<file path="src/hdl/dtt_pkg.sv">
`default_nettype none

package dtt_pkg;

  localparam int TimeW    = 32;
  localparam int CountW   = 32;
  localparam int RpmW     = 26;
  localparam int TenthsW  = 30;
  localparam int CmdW     = 2;
  localparam int CfgIdxW  = 8;
  localparam int CfgDataW = 32;
  localparam int MulW     = TimeW + RpmW;

  // command codes
  localparam logic [CmdW-1:0] CMD_PULSE    = 2'd0;
  localparam logic [CmdW-1:0] CMD_SNAPSHOT = 2'd1;
  localparam logic [CmdW-1:0] CMD_CLEAR    = 2'd2;

  // register indexes
  localparam logic [CfgIdxW-1:0] CFG_DEBOUNCE   = 8'd0;
  localparam logic [CfgIdxW-1:0] CFG_TIMEOUT    = 8'd1;
  localparam logic [CfgIdxW-1:0] CFG_TARGET_MIN = 8'd2;
  localparam logic [CfgIdxW-1:0] CFG_TARGET_MAX = 8'd3;

  localparam logic [TimeW-1:0] DebounceRst = 32'd1000;
  localparam logic [TimeW-1:0] TimeoutRst  = 32'd1000000;
  localparam logic [RpmW-1:0]  TargetMinRst = 26'd1000;
  localparam logic [RpmW-1:0]  TargetMaxRst = 26'd3000;

  // 60e6 rpm-microseconds; tenths use ten times that
  localparam logic [RpmW-1:0]    RpmNum       = 26'd60000000;
  localparam logic [TenthsW-1:0] RpmTenthsNum = 30'd600000000;

  localparam int DivSteps = TenthsW;
  localparam int DivCntW  = $clog2(DivSteps);

endpackage

`default_nettype wire

</file>
<file path="src/hdl/dtt_if.sv">
`default_nettype none

interface dtt_req_if import dtt_pkg::*; ();
  logic               valid;
  logic               ready;
  logic [CmdW-1:0]    command;
  logic [TimeW-1:0]   time_us;
  logic               clear_pending;

  modport source (output valid, command, time_us, clear_pending, input ready);
  modport sink   (input valid, command, time_us, clear_pending, output ready);
endinterface

interface dtt_rsp_if import dtt_pkg::*; ();
  logic                valid;
  logic                ready;
  logic                pulse_accepted;
  logic [TimeW-1:0]    last_pulse_us;
  logic [TimeW-1:0]    period_avg_us;
  logic [CountW-1:0]   pulse_total;
  logic [CountW-1:0]   reject_total;
  logic                event_pending;
  logic                speed_recent;
  logic [TenthsW-1:0]  rpm_tenths;
  logic                in_target;

  modport source (output valid, pulse_accepted, last_pulse_us, period_avg_us, pulse_total,
                  reject_total, event_pending, speed_recent, rpm_tenths, in_target,
                  input ready);
  modport sink   (input valid, pulse_accepted, last_pulse_us, period_avg_us, pulse_total,
                  reject_total, event_pending, speed_recent, rpm_tenths, in_target,
                  output ready);
endinterface

`default_nettype wire

</file>
<file path="src/hdl/dtt_div.sv">
`default_nettype none

// Restoring divider, one quotient bit per cycle: RpmTenthsNum / divisor.
module dtt_div import dtt_pkg::*; (
  input  wire logic               clk,
  input  wire logic               rst,
  input  wire logic               start,
  input  wire logic [TimeW-1:0]   divisor,
  output logic                    done,
  output logic [TenthsW-1:0]      quotient
);

  logic               busy;
  logic [DivCntW-1:0] cnt;
  logic [TimeW-1:0]   rem;
  logic [TimeW-1:0]   dvs;
  logic [TenthsW-1:0] qd;    // dividend bits out at the top, quotient bits in at the bottom

  logic [TimeW:0]     shifted;
  logic [TimeW+1:0]   diff;
  logic               qbit;
  logic [TimeW-1:0]   rem_next;

  always_comb begin
    shifted  = {rem, qd[TenthsW-1]};
    diff     = {1'b0, shifted} - {2'b00, dvs};
    qbit     = ~diff[TimeW+1];
    rem_next = qbit ? diff[TimeW-1:0] : shifted[TimeW-1:0];
  end

  always_ff @(posedge clk) begin
    if (rst) begin
      busy <= 1'b0;
      done <= 1'b0;
    end else begin
      done <= 1'b0;
      if (start) begin
        busy <= 1'b1;
        cnt  <= '0;
        rem  <= '0;
        dvs  <= divisor;
        qd   <= RpmTenthsNum;
      end else if (busy) begin
        rem <= rem_next;
        qd  <= {qd[TenthsW-2:0], qbit};
        cnt <= cnt + 1'b1;
        if (cnt == DivCntW'(DivSteps - 1)) begin
          busy <= 1'b0;
          done <= 1'b1;
        end
      end
    end
  end

  assign quotient = qd;

endmodule

`default_nettype wire

</file>
<file path="src/hdl/debounced_tachometer_tracker.sv">
`default_nettype none

// Debounced tachometer tracker.
// Requests come in on req (command, time_us, clear_pending); every request
// gives exactly one snapshot on rsp. Commands: pulse (debounced against the
// last accepted pulse, updates the averaged period and counters), snapshot
// (optionally acks the pending flag after reporting) and clear (zeroes state).
// Registers are written through cfg_we/cfg_index/cfg_data, one per cycle;
// the user must write them only while no request is in flight, as the block
// itself does not enforce it. A request whose speed is current and period
// known runs S_UPD, S_CHK, S_DIV (the rpm quotient from a restoring divider
// that retires one bit per cycle), then S_MULMIN and S_MULMAX, two passes
// through a single multiplier for the target band check, and S_DONE. Stale or
// unknown speed skips the divider and multiplier. req.ready is high only while
// the sequencer is idle and returns the cycle after the result is loaded,
// so a new request is taken only once the last one's result is loaded.
// The result sits in an output register; if rsp is stalled the next request
// is still taken and computed, and waits only when its own result is ready.
// Synchronous reset restores the register defaults, zeroes all tracker
// state and drops rsp.valid.
module debounced_tachometer_tracker import dtt_pkg::*; (
  input  wire logic                 clk,
  input  wire logic                 rst,
  input  wire logic                 cfg_we,
  input  wire logic [CfgIdxW-1:0]   cfg_index,
  input  wire logic [CfgDataW-1:0]  cfg_data,
  dtt_req_if.sink                   req,
  dtt_rsp_if.source                 rsp
);

  typedef enum logic [2:0] {
    S_IDLE, S_UPD, S_CHK, S_DIV, S_MULMIN, S_MULMAX, S_DONE
  } state_t;

  state_t state;

  // configuration
  logic [TimeW-1:0] debounce_us;
  logic [TimeW-1:0] recent_timeout_us;
  logic [RpmW-1:0]  band_lo_rpm;
  logic [RpmW-1:0]  band_hi_rpm;

  // tracker state
  logic [TimeW-1:0]  last_pulse_time;
  logic [TimeW-1:0]  period_average;
  logic [CountW-1:0] accepted_count;
  logic [CountW-1:0] rejected_count;
  logic              pending_flag;

  // captured request and working results
  logic [CmdW-1:0]    cmd_q;
  logic [TimeW-1:0]   now_q;
  logic               clr_q;
  logic               acc_q;
  logic               pend_q;
  logic               recent_q;
  logic [TenthsW-1:0] tenths_q;
  logic               band_q;

  // output register
  logic               out_valid;
  logic               o_acc;
  logic [TimeW-1:0]   o_last;
  logic [TimeW-1:0]   o_period;
  logic [CountW-1:0]  o_total;
  logic [CountW-1:0]  o_reject;
  logic               o_pend;
  logic               o_recent;
  logic [TenthsW-1:0] o_tenths;
  logic               o_band;

  // datapath
  logic [TimeW-1:0]   delta;
  logic               pass;
  logic [TimeW+1:0]   avg_sum;
  logic               recent;
  logic               div_start;
  logic               div_done;
  logic [TenthsW-1:0] div_q;
  logic [RpmW-1:0]    mul_op;
  logic [MulW-1:0]    mul_prod;
  logic               out_load;

  always_comb begin
    // same subtraction serves debounce (UPD) and age (CHK)
    delta   = now_q - last_pulse_time;
    pass    = (last_pulse_time == '0) || (delta >= debounce_us);
    // 3*old + delta, floored /4 below
    avg_sum = {2'b00, period_average} + {1'b0, period_average, 1'b0} + {2'b00, delta};
    recent  = (last_pulse_time != '0) && (delta <= recent_timeout_us);
    div_start = (state == S_CHK) && recent && (period_average != '0);
    // one multiplier, min bound then max bound
    mul_op   = (state == S_MULMIN) ? band_lo_rpm : band_hi_rpm;
    mul_prod = MulW'(mul_op) * MulW'(period_average);
    out_load = (state == S_DONE) && (!out_valid || rsp.ready);
  end

  dtt_div u_div (
    .clk      (clk),
    .rst      (rst),
    .start    (div_start),
    .divisor  (period_average),
    .done     (div_done),
    .quotient (div_q)
  );

  always_ff @(posedge clk) begin
    if (rst) begin
      debounce_us       <= DebounceRst;
      recent_timeout_us <= TimeoutRst;
      band_lo_rpm       <= TargetMinRst;
      band_hi_rpm       <= TargetMaxRst;
    end else if (cfg_we) begin
      unique case (cfg_index)
        CFG_DEBOUNCE:   debounce_us       <= cfg_data[TimeW-1:0];
        CFG_TIMEOUT:    recent_timeout_us <= cfg_data[TimeW-1:0];
        CFG_TARGET_MIN: band_lo_rpm       <= cfg_data[RpmW-1:0];
        CFG_TARGET_MAX: band_hi_rpm       <= cfg_data[RpmW-1:0];
        default: ;
      endcase
    end
  end

  always_ff @(posedge clk) begin
    if (rst) begin
      state           <= S_IDLE;
      out_valid       <= 1'b0;
      last_pulse_time <= '0;
      period_average  <= '0;
      accepted_count  <= '0;
      rejected_count  <= '0;
      pending_flag    <= 1'b0;
    end else begin
      if (out_load) begin
        out_valid <= 1'b1;
        o_acc     <= acc_q;
        o_last    <= last_pulse_time;
        o_period  <= period_average;
        o_total   <= accepted_count;
        o_reject  <= rejected_count;
        o_pend    <= pend_q;
        o_recent  <= recent_q;
        o_tenths  <= tenths_q;
        o_band    <= band_q;
      end else if (rsp.ready) begin
        out_valid <= 1'b0;
      end

      unique case (state)
        S_IDLE: begin
          if (req.valid) begin
            cmd_q <= req.command;
            now_q <= req.time_us;
            clr_q <= req.clear_pending;
            state <= S_UPD;
          end
        end
        S_UPD: begin
          acc_q <= (cmd_q == CMD_PULSE) && pass;
          priority if (cmd_q == CMD_PULSE) begin
            if (pass) begin
              last_pulse_time <= now_q;
              if (last_pulse_time != '0) begin
                period_average <= (period_average == '0) ? delta : avg_sum[TimeW+1:2];
              end
              accepted_count <= accepted_count + 1'b1;
              pending_flag   <= 1'b1;
            end else begin
              rejected_count <= rejected_count + 1'b1;
            end
          end else if (cmd_q == CMD_CLEAR) begin
            last_pulse_time <= '0;
            period_average  <= '0;
            accepted_count  <= '0;
            rejected_count  <= '0;
            pending_flag    <= 1'b0;
          end else begin
          end
          state <= S_CHK;
        end
        S_CHK: begin
          // report pending before the snapshot ack takes effect
          pend_q   <= pending_flag;
          if ((cmd_q == CMD_SNAPSHOT) && clr_q) begin
            pending_flag <= 1'b0;
          end
          recent_q <= recent;
          if (div_start) begin
            state <= S_DIV;
          end else begin
            tenths_q <= '0;
            band_q   <= (band_lo_rpm == '0);
            state    <= S_DONE;
          end
        end
        S_DIV: begin
          if (div_done) begin
            tenths_q <= div_q;
            state    <= S_MULMIN;
          end
        end
        S_MULMIN: begin
          band_q <= (mul_prod <= MulW'(RpmNum));
          state  <= S_MULMAX;
        end
        S_MULMAX: begin
          band_q <= band_q && (mul_prod >= MulW'(RpmNum));
          state  <= S_DONE;
        end
        S_DONE: begin
          if (out_load) begin
            state <= S_IDLE;
          end
        end
        default: state <= S_IDLE;
      endcase
    end
  end

  assign req.ready          = (state == S_IDLE);
  assign rsp.valid          = out_valid;
  assign rsp.pulse_accepted = o_acc;
  assign rsp.last_pulse_us  = o_last;
  assign rsp.period_avg_us  = o_period;
  assign rsp.pulse_total    = o_total;
  assign rsp.reject_total   = o_reject;
  assign rsp.event_pending  = o_pend;
  assign rsp.speed_recent   = o_recent;
  assign rsp.rpm_tenths     = o_tenths;
  assign rsp.in_target      = o_band;

endmodule

`default_nettype wire

</file>
<file path="src/flat_wrapper.sv">
// flat-port wrapper written by rule: the top's interface ports become plain ports
module debounced_tachometer_tracker_flat import dtt_pkg::*;
  (clk, rst, cfg_we, cfg_index, cfg_data, req_valid, req_command, req_time_us, req_clear_pending, req_ready, rsp_valid, rsp_pulse_accepted, rsp_last_pulse_us, rsp_period_avg_us, rsp_pulse_total, rsp_reject_total, rsp_event_pending, rsp_speed_recent, rsp_rpm_tenths, rsp_in_target, rsp_ready);
  dtt_req_if req_i ();
  dtt_rsp_if rsp_i ();
  input  wire logic clk;
  input  wire logic rst;
  input  wire logic cfg_we;
  input  wire logic [CfgIdxW-1:0] cfg_index;
  input  wire logic [CfgDataW-1:0] cfg_data;
  input wire logic [$bits(req_i.valid)-1:0] req_valid;
  input wire logic [$bits(req_i.command)-1:0] req_command;
  input wire logic [$bits(req_i.time_us)-1:0] req_time_us;
  input wire logic [$bits(req_i.clear_pending)-1:0] req_clear_pending;
  output wire logic [$bits(req_i.ready)-1:0] req_ready;
  output wire logic [$bits(rsp_i.valid)-1:0] rsp_valid;
  output wire logic [$bits(rsp_i.pulse_accepted)-1:0] rsp_pulse_accepted;
  output wire logic [$bits(rsp_i.last_pulse_us)-1:0] rsp_last_pulse_us;
  output wire logic [$bits(rsp_i.period_avg_us)-1:0] rsp_period_avg_us;
  output wire logic [$bits(rsp_i.pulse_total)-1:0] rsp_pulse_total;
  output wire logic [$bits(rsp_i.reject_total)-1:0] rsp_reject_total;
  output wire logic [$bits(rsp_i.event_pending)-1:0] rsp_event_pending;
  output wire logic [$bits(rsp_i.speed_recent)-1:0] rsp_speed_recent;
  output wire logic [$bits(rsp_i.rpm_tenths)-1:0] rsp_rpm_tenths;
  output wire logic [$bits(rsp_i.in_target)-1:0] rsp_in_target;
  input wire logic [$bits(rsp_i.ready)-1:0] rsp_ready;
  assign req_i.valid = req_valid;
  assign req_i.command = req_command;
  assign req_i.time_us = req_time_us;
  assign req_i.clear_pending = req_clear_pending;
  assign req_ready = req_i.ready;
  assign rsp_valid = rsp_i.valid;
  assign rsp_pulse_accepted = rsp_i.pulse_accepted;
  assign rsp_last_pulse_us = rsp_i.last_pulse_us;
  assign rsp_period_avg_us = rsp_i.period_avg_us;
  assign rsp_pulse_total = rsp_i.pulse_total;
  assign rsp_reject_total = rsp_i.reject_total;
  assign rsp_event_pending = rsp_i.event_pending;
  assign rsp_speed_recent = rsp_i.speed_recent;
  assign rsp_rpm_tenths = rsp_i.rpm_tenths;
  assign rsp_in_target = rsp_i.in_target;
  assign rsp_i.ready = rsp_ready;
  debounced_tachometer_tracker u_core (.clk(clk), .rst(rst), .cfg_we(cfg_we), .cfg_index(cfg_index), .cfg_data(cfg_data), .req(req_i), .rsp(rsp_i));
endmodule
</file>
<file path="config.mk">
export PLATFORM = sky130hd
export DESIGN_NAME = debounced_tachometer_tracker_flat
export DESIGN_NICKNAME = d
export VERILOG_FILES = /design/src/hdl/dtt_pkg.sv /design/src/hdl/dtt_if.sv /design/src/hdl/dtt_div.sv /design/src/hdl/debounced_tachometer_tracker.sv /design/src/flat_wrapper.sv
export SDC_FILE = /design/constraint.sdc
export NUM_CORES = 2
export LEC_CHECK = 0
export ABC_AREA = 1
export BUFFER_PORTS_ARGS = -buffer_cell sky130_fd_sc_hd__buf_2
export CAP_MARGIN = 20
export CORE_MARGIN = 3
export CORE_UTILIZATION = 45
export DETAILED_ROUTE_END_ITERATION = 8
export GPL_ROUTABILITY_DRIVEN = 1
export PLACE_DENSITY = 0.69
export SYNTH_ARGS = -nofsm -noshare
export SYNTH_HDL_FRONTEND = slang
export SYNTH_HIERARCHICAL = 1
export SYNTH_SLANG_ARGS = --single-unit
</file>
<file path="constraint.sdc">
create_clock -name clk -period 21.8 [get_ports clk]
set_input_delay 6.54 -clock clk [delete_from_list [all_inputs] [get_ports clk]]
set_output_delay 6.54 -clock clk [all_outputs]
set_load 0.01 [all_outputs]
</file>
======== Word-level counts from Yosys, hierarchy flattened ========
Index checks and enable logic that the tools add are counted.
cells by class
  order comparisons ....................... 4
  $add $sub $neg .......................... 7
  muxes and demuxes ....................... 37
  reductions and logical operators ........ 42
  div/mod/pow operators ................... 0
  equal/unequal tests ..................... 22
  bitwise gates (word level) .............. 3
  multipliers ............................. 1
  shifts and indexed selects .............. 0
operator list
  kind                   number
  $mux 32                13
  $mux 30                3
  $add 32x1->32 const B  2
  $logic_not 32->1       2
  $reduce_bool 32->1     2
  $pmux 30 s2            1
  $ge 58x26->1 const B   1
  $le 58x26->1 const B   1
  $mul 26x32->58         1
  $add 32x33->34         1
  $add 34x32->34         1
  $sub 33x32->34         1
  $ge 32x32->1           1
  $le 32x32->1           1
  $sub 32x32->32         1
  $logic_not 26->1       1
  $mux 26                1
  $pmux 3 s7             1
  $reduce_and 2->1       9
  $eq 8x2->1 const B     2
  $reduce_and 3->1       5
  $mux 3                 4
  $ne 2x2->1 const B     6
  $reduce_and 4->1       3
  25 further kinds       52
word-level totals
  input bits .............................. 80
  word-level logic and storage cells ...... 150
  bits in latches ......................... 0
  bits in registers ....................... 581
  RAM bits ................................ 0
  output and inout bits ................... 164
  memories ................................ 0
  bits in read-only memories .............. 0

======== Longest topological paths before layout ========
  depth in word-level cells ............... 7
  gate-level depth with buffers ........... 43

======== Modules after synthesis ========
The synthesis kept the hierarchy.
modules (own cells, without submodules)
  module                        times used  sequential area each (um^2)  area an instance (um^2)  cells each
  debounced_tachometer_tracker  1           11,921.4                     52,804.4                 6,608
  dtt_div                       1           3,012.9                      6,801.5                  896

======== Worst setup path before layout ========
Ideal clock, no wire load.
  path kind ............................... input to register
  start point ............................. in rst
  end point ............................... reg u_core.o_pend (netlist: u_core/rsp.event_pending), enable pin
  setup time .............................. 915 ps
  path buffers ............................ 2
  required time ........................... 20,885 ps
  cell stages on the path ................. 3
  slack ................................... 2,196 ps
  arrival ................................. 18,688 ps
  path through ............................ clkbuf_1 clkbuf_1 nor3b_1
on the way
  cells in the longest elaborated chain, start to end .. 2
ends and longest elaborated chain
  item                        line                                 text
  from (decl)                 flat_wrapper.sv:7                    input wire logic rst;
  $not 1->1 (no line)         -
  $reduce_and 2->1 (no line)  -
  to (signal assigned)        debounced_tachometer_tracker.sv:141  o_pend <= pend_q;
  to (decl)                   debounced_tachometer_tracker.sv:67   logic o_pend;
No other way between the ends.
A chain may end at the register's enable or synchronous reset.

======== Final worst setup path ========
  start point ............................. reg u_core.state[0]
  end point ............................... reg u_core.band_q (data pin)
on the way
  cells in the longest elaborated chain, start to end .. 6
  elaborated cells between the ends (all ways) .. 9
  those cells by class .................... mul: 1; order compare: 2; eq/ne: 3; mux: 2; reduce/logical: 1
ends and longest elaborated chain
  item                    line                                                                     text
  from (decl)             debounced_tachometer_tracker.sv:35                                       state_t state;
  from (signal assigned)  debounced_tachometer_tracker.sv:126                                      state <= S_IDLE;
  from (signal assigned)  debounced_tachometer_tracker.sv:155                                      state <= S_UPD;
  from (signal assigned)  debounced_tachometer_tracker.sv:179                                      state <= S_CHK;
  $eq 3x3->1              debounced_tachometer_tracker.sv:93, debounced_tachometer_tracker.sv:149
  $mux 26                 debounced_tachometer_tracker.sv:93                                       mul_op = (state == S_MULMIN) ? band_lo_rpm : band_hi_rpm;
  $mul 26x32->58          debounced_tachometer_tracker.sv:94                                       mul_prod = MulW'(mul_op) * MulW'(period_average);
  $ge 58x26->1            debounced_tachometer_tracker.sv:207                                      band_q <= band_q && (mul_prod >= MulW'(RpmNum));
  $logic_and 1x1->1       debounced_tachometer_tracker.sv:207
  $pmux 1 s3 (*)          debounced_tachometer_tracker.sv:149                                      unique case (state)
  to (signal assigned)    debounced_tachometer_tracker.sv:192                                      band_q <= (band_lo_rpm == '0);
  to (signal assigned)    debounced_tachometer_tracker.sv:203                                      band_q <= (mul_prod <= MulW'(RpmNum));
  to (signal assigned)    debounced_tachometer_tracker.sv:207
  to (decl)               debounced_tachometer_tracker.sv:58                                       logic band_q;
Every way passes the cells marked *; elsewhere a longest branch is shown, timed or not.

==> flow_summary.yaml <==
run_status:
  outcome: "finished clean"
yosys:
  synth_fp_nets: 8711
  yosysTopAreaCell: "fa_1"
  yosys.area_share.adder: 0.331
  synth_compound_area_frac: 0.0701
  yosys_warnings: 6
  synth_cell_types: 63
  netlist.area_leader.share: 0.253
  synthArstFlopShare: 0
  synth-simple-area-share: 0.214
  ys.flop_type: "edfxtp_1"
  syn_avg_cell_area_sq_um: 7.94
  netlist_area_sq_um: 59600
  synthXorXnorAreaFrac: 0.0141
  synth_area_leaders: "fa_1, edfxtp_1, nand2_1, inv_1, dfxtp_1"
  synth_top_family_by_area: "adder cells"
  synth_edf_count: 330
  synth_cells: 7504
  ys_ff_latch: 581
  post_synth_mux_area_share: 0.000168
  seq_area_frac_synth: 0.251
final_layout:
  fin_cells: 9452
  layout_commonest_cell: "nand2_1"
  finalNetCount: 8862
  layout_common_cells: "nand2_1, inv_1, nor2_1"
  drive_gt1_frac: 0.0740
  synthToLayoutAreaGrowth_pct: 8.73
clock_network:
  cts_num_sinks: 581
  insertion_delay_ns: 0.65
  cts_resized: 0
  cts_buffers: 57
  post_cts_buffers: 0
  cts_tree: "built"
  clk_pin_slew_ns: 0.07
  htree_levels: 2
  cts_hold_buf: 0
  root_buffer: "clkbuf_16"
  clock_tree.buffer_depth: 3
place:
  placed_cells_incl_taps: 9337
  io_buffers: 243
  place_ws_ns: 12.39
  hpwlAfterDp_mm: 143
  place.gp.congestion: 0.986
critical_path:
  crit_family: "adder cells"
  critical_path.slowest_cell: "inv_1"
  worstSetupPathDepth: 37
  reg2reg_depth: 37
  cp-start-kind: "flip-flop"
  crit_top_cell: "nand2_1"
  cp-startpoint: "u_core/state[0]$_SDFFE_PP0P_"
  reg2reg_slack_ns: 12.29
  cpPeakStageDelay_ns: 0.87
  end_kind: "flip-flop"
  critPathKind: "flip-flop to flip-flop"
  r2r_end: "u_core/band_q$_DFFE_PP_"
  path_max_fanout: 29
  cp.arrival_ns: 10.03
  r2r_start: "u_core/state[0]$_SDFFE_PP0P_"
  path_buf_inv: 8
  endpoint: "u_core/band_q$_DFFE_PP_"
  crit_required_ns: 22.32
timing:
  rsz0062_at_grt: "false"
  setup-violations-final: 0
  fin_skew_ns: 0.0484
  fin_crit_sh: 0.436
  hold_viol_final: 0
  tns_ns: 0
  relSlewSlack: 0.250
  max_freq_mhz: 105
  finalHoldWorstSlack_ns: 0.418
  fin_ws_ns: 12.29
  worstMarginPinSlew_ns: 1.12
  finalMaxSlewViolations: 0
  period_minus_slack_ns: 9.51
die:
  pin_count: 244
  rows: 132
  core_sq_um: 130000
  die_x_microns: 370
  die_y_microns: 370
  die_area_sq_um: 137000
  initial_core_util: 0.457
power_and_ir_drop:
  power_leakage_nw: 31.7
  p_sw_mw: 2.27
  max-vdd-ir-drop_mv: 0.0679
  swShare: 0.463
  internal-power_mw: 2.62
  power.density_nw_per_um2: 75.5
  pwr-share-comb: 0.528
  total_power_mw: 4.89
  clkPwrFrac: 0.215
  seq_power_share: 0.257
route:
  drtAntennaViolNets: 0
  wire_per_inst_microns: 19.1
  vias_per_cell: 5.28
  vias: 49900
  drtPass1Iterations: 7
  drtIter0Drc: 4404
  drcViolationCount: 0
  drt_wl_total_mm: 181
global_route:
  grt-ovfl-total: 0
  antenna_found_initial: 10
  grt_pass1_wl_mm: 285
  grt_util_all_layers: 0.267
  grt_pass1_vias: 49800
  grt_max_degree: 117
flow_run:
  drv_cap: 0
worst_hold_path:
  hold_path_class: "flip-flop to flip-flop"
## layer usage
layer	vias up	track usage	routed length, microns
met5	-	0	16
met3	413	0.0497	17300
met2	2295	0.430	82700
li1	23300	-	-
met1	23900	0.357	72900
met4	2	0.101	7910
## cells in the mapped netlist, drive strengths merged (44+ instances only)
library cell and n:
edfxtp 330, nand2 1668, a21oi 381, nand4 80, o211ai 44, nand3 200, inv 1612, clkbuf 185
dfxtp 251, o21ai 241, nor3 68, fa 752, buf 52, xor2 62, nor2 927, ha 375
## stage by stage
stage / cell area [sq um] / utilization
floorplan: 59600 / -
global placement: 62700 / 0.481
detailed placement: 62700 / 0.481
CTS: 64800 / 0.496
global route: 64800 / 0.497
finish: 64800 / 0.497
## power groups by stage
| stage | clock (mW) | sequential [mW] | combinational, mW |
|---|---|---|---|
| after CTS | 1.08 | 1.25 | 2.55 |
| after global placement | 0 | 1.28 | 2.49 |
| after global routing | 1.12 | 1.26 | 2.88 |
| after floorplan | 0 | 1.27 | 1.71 |
| after detailed placement | 0 | 1.28 | 2.51 |
| final | 1.05 | 1.25 | 2.58 |
## worst min-delay path by stage
stage,endpoint,startpoint,depth (start not counted),slack [ns]
global route,u_core/rsp.rpm_tenths[8]$_DFFE_PP_,u_core/tenths_q[8]$_SDFFCE_PN0P_,0,0.42
CTS,u_core/rsp.rpm_tenths[9]$_DFFE_PP_,u_core/tenths_q[9]$_SDFFCE_PN0P_,0,0.42
detailed placement,u_core/rsp.rpm_tenths[9]$_DFFE_PP_,u_core/tenths_q[9]$_SDFFCE_PN0P_,0,0.40
finish,u_core/rsp.rpm_tenths[10]$_DFFE_PP_,u_core/tenths_q[10]$_SDFFCE_PN0P_,0,0.42
floorplan,u_core/rsp.event_pending$_DFFE_PP_,u_core/pend_q$_DFFE_PP_,0,0.40
global placement,u_core/rsp.rpm_tenths[10]$_DFFE_PP_,u_core/tenths_q[10]$_SDFFCE_PN0P_,0,0.41
## kinds of logic (layout without fill, tap and decap cells)
kind of cell	count (synthesis)	count (layout)
adder cells (fa/ha/maj)	1127	1127
AO/OA/AOI/OAI	756	756
XOR/XNOR	96	96
flip-flops	581	581
multiplexers	1	1
other	0	7
buffers and inverters	1868	2067
AND/OR/NAND/NOR	3075	3075
## worst register-to-register path, delay by kind of cell, from the launching register on
kind | cells | cell delay (ns)
flip-flops | 1 | 0.36
AO/OA/AOI/OAI | 1 | 0.25
buffers and inverters | 8 | 1.72
AND/OR/NAND/NOR | 20 | 3.06
adder cells (fa/ha/maj) | 8 | 4.04
## area by class of cell
class / count / area, sq um
Timing Repair Buffer: 329 / 1900
Fill cell: 12600 / 65700
Antenna cell: 7 / 17.5
Multi-Input combinational cell: 5055 / 37600
Clock inverter: 34 / 412
Tap cell: 1742 / 2180
Inverter: 1631 / 6130
Sequential cell: 581 / 14900
Clock buffer: 73 / 1610
No activity file was read; power rests on OpenSTA's default activity.
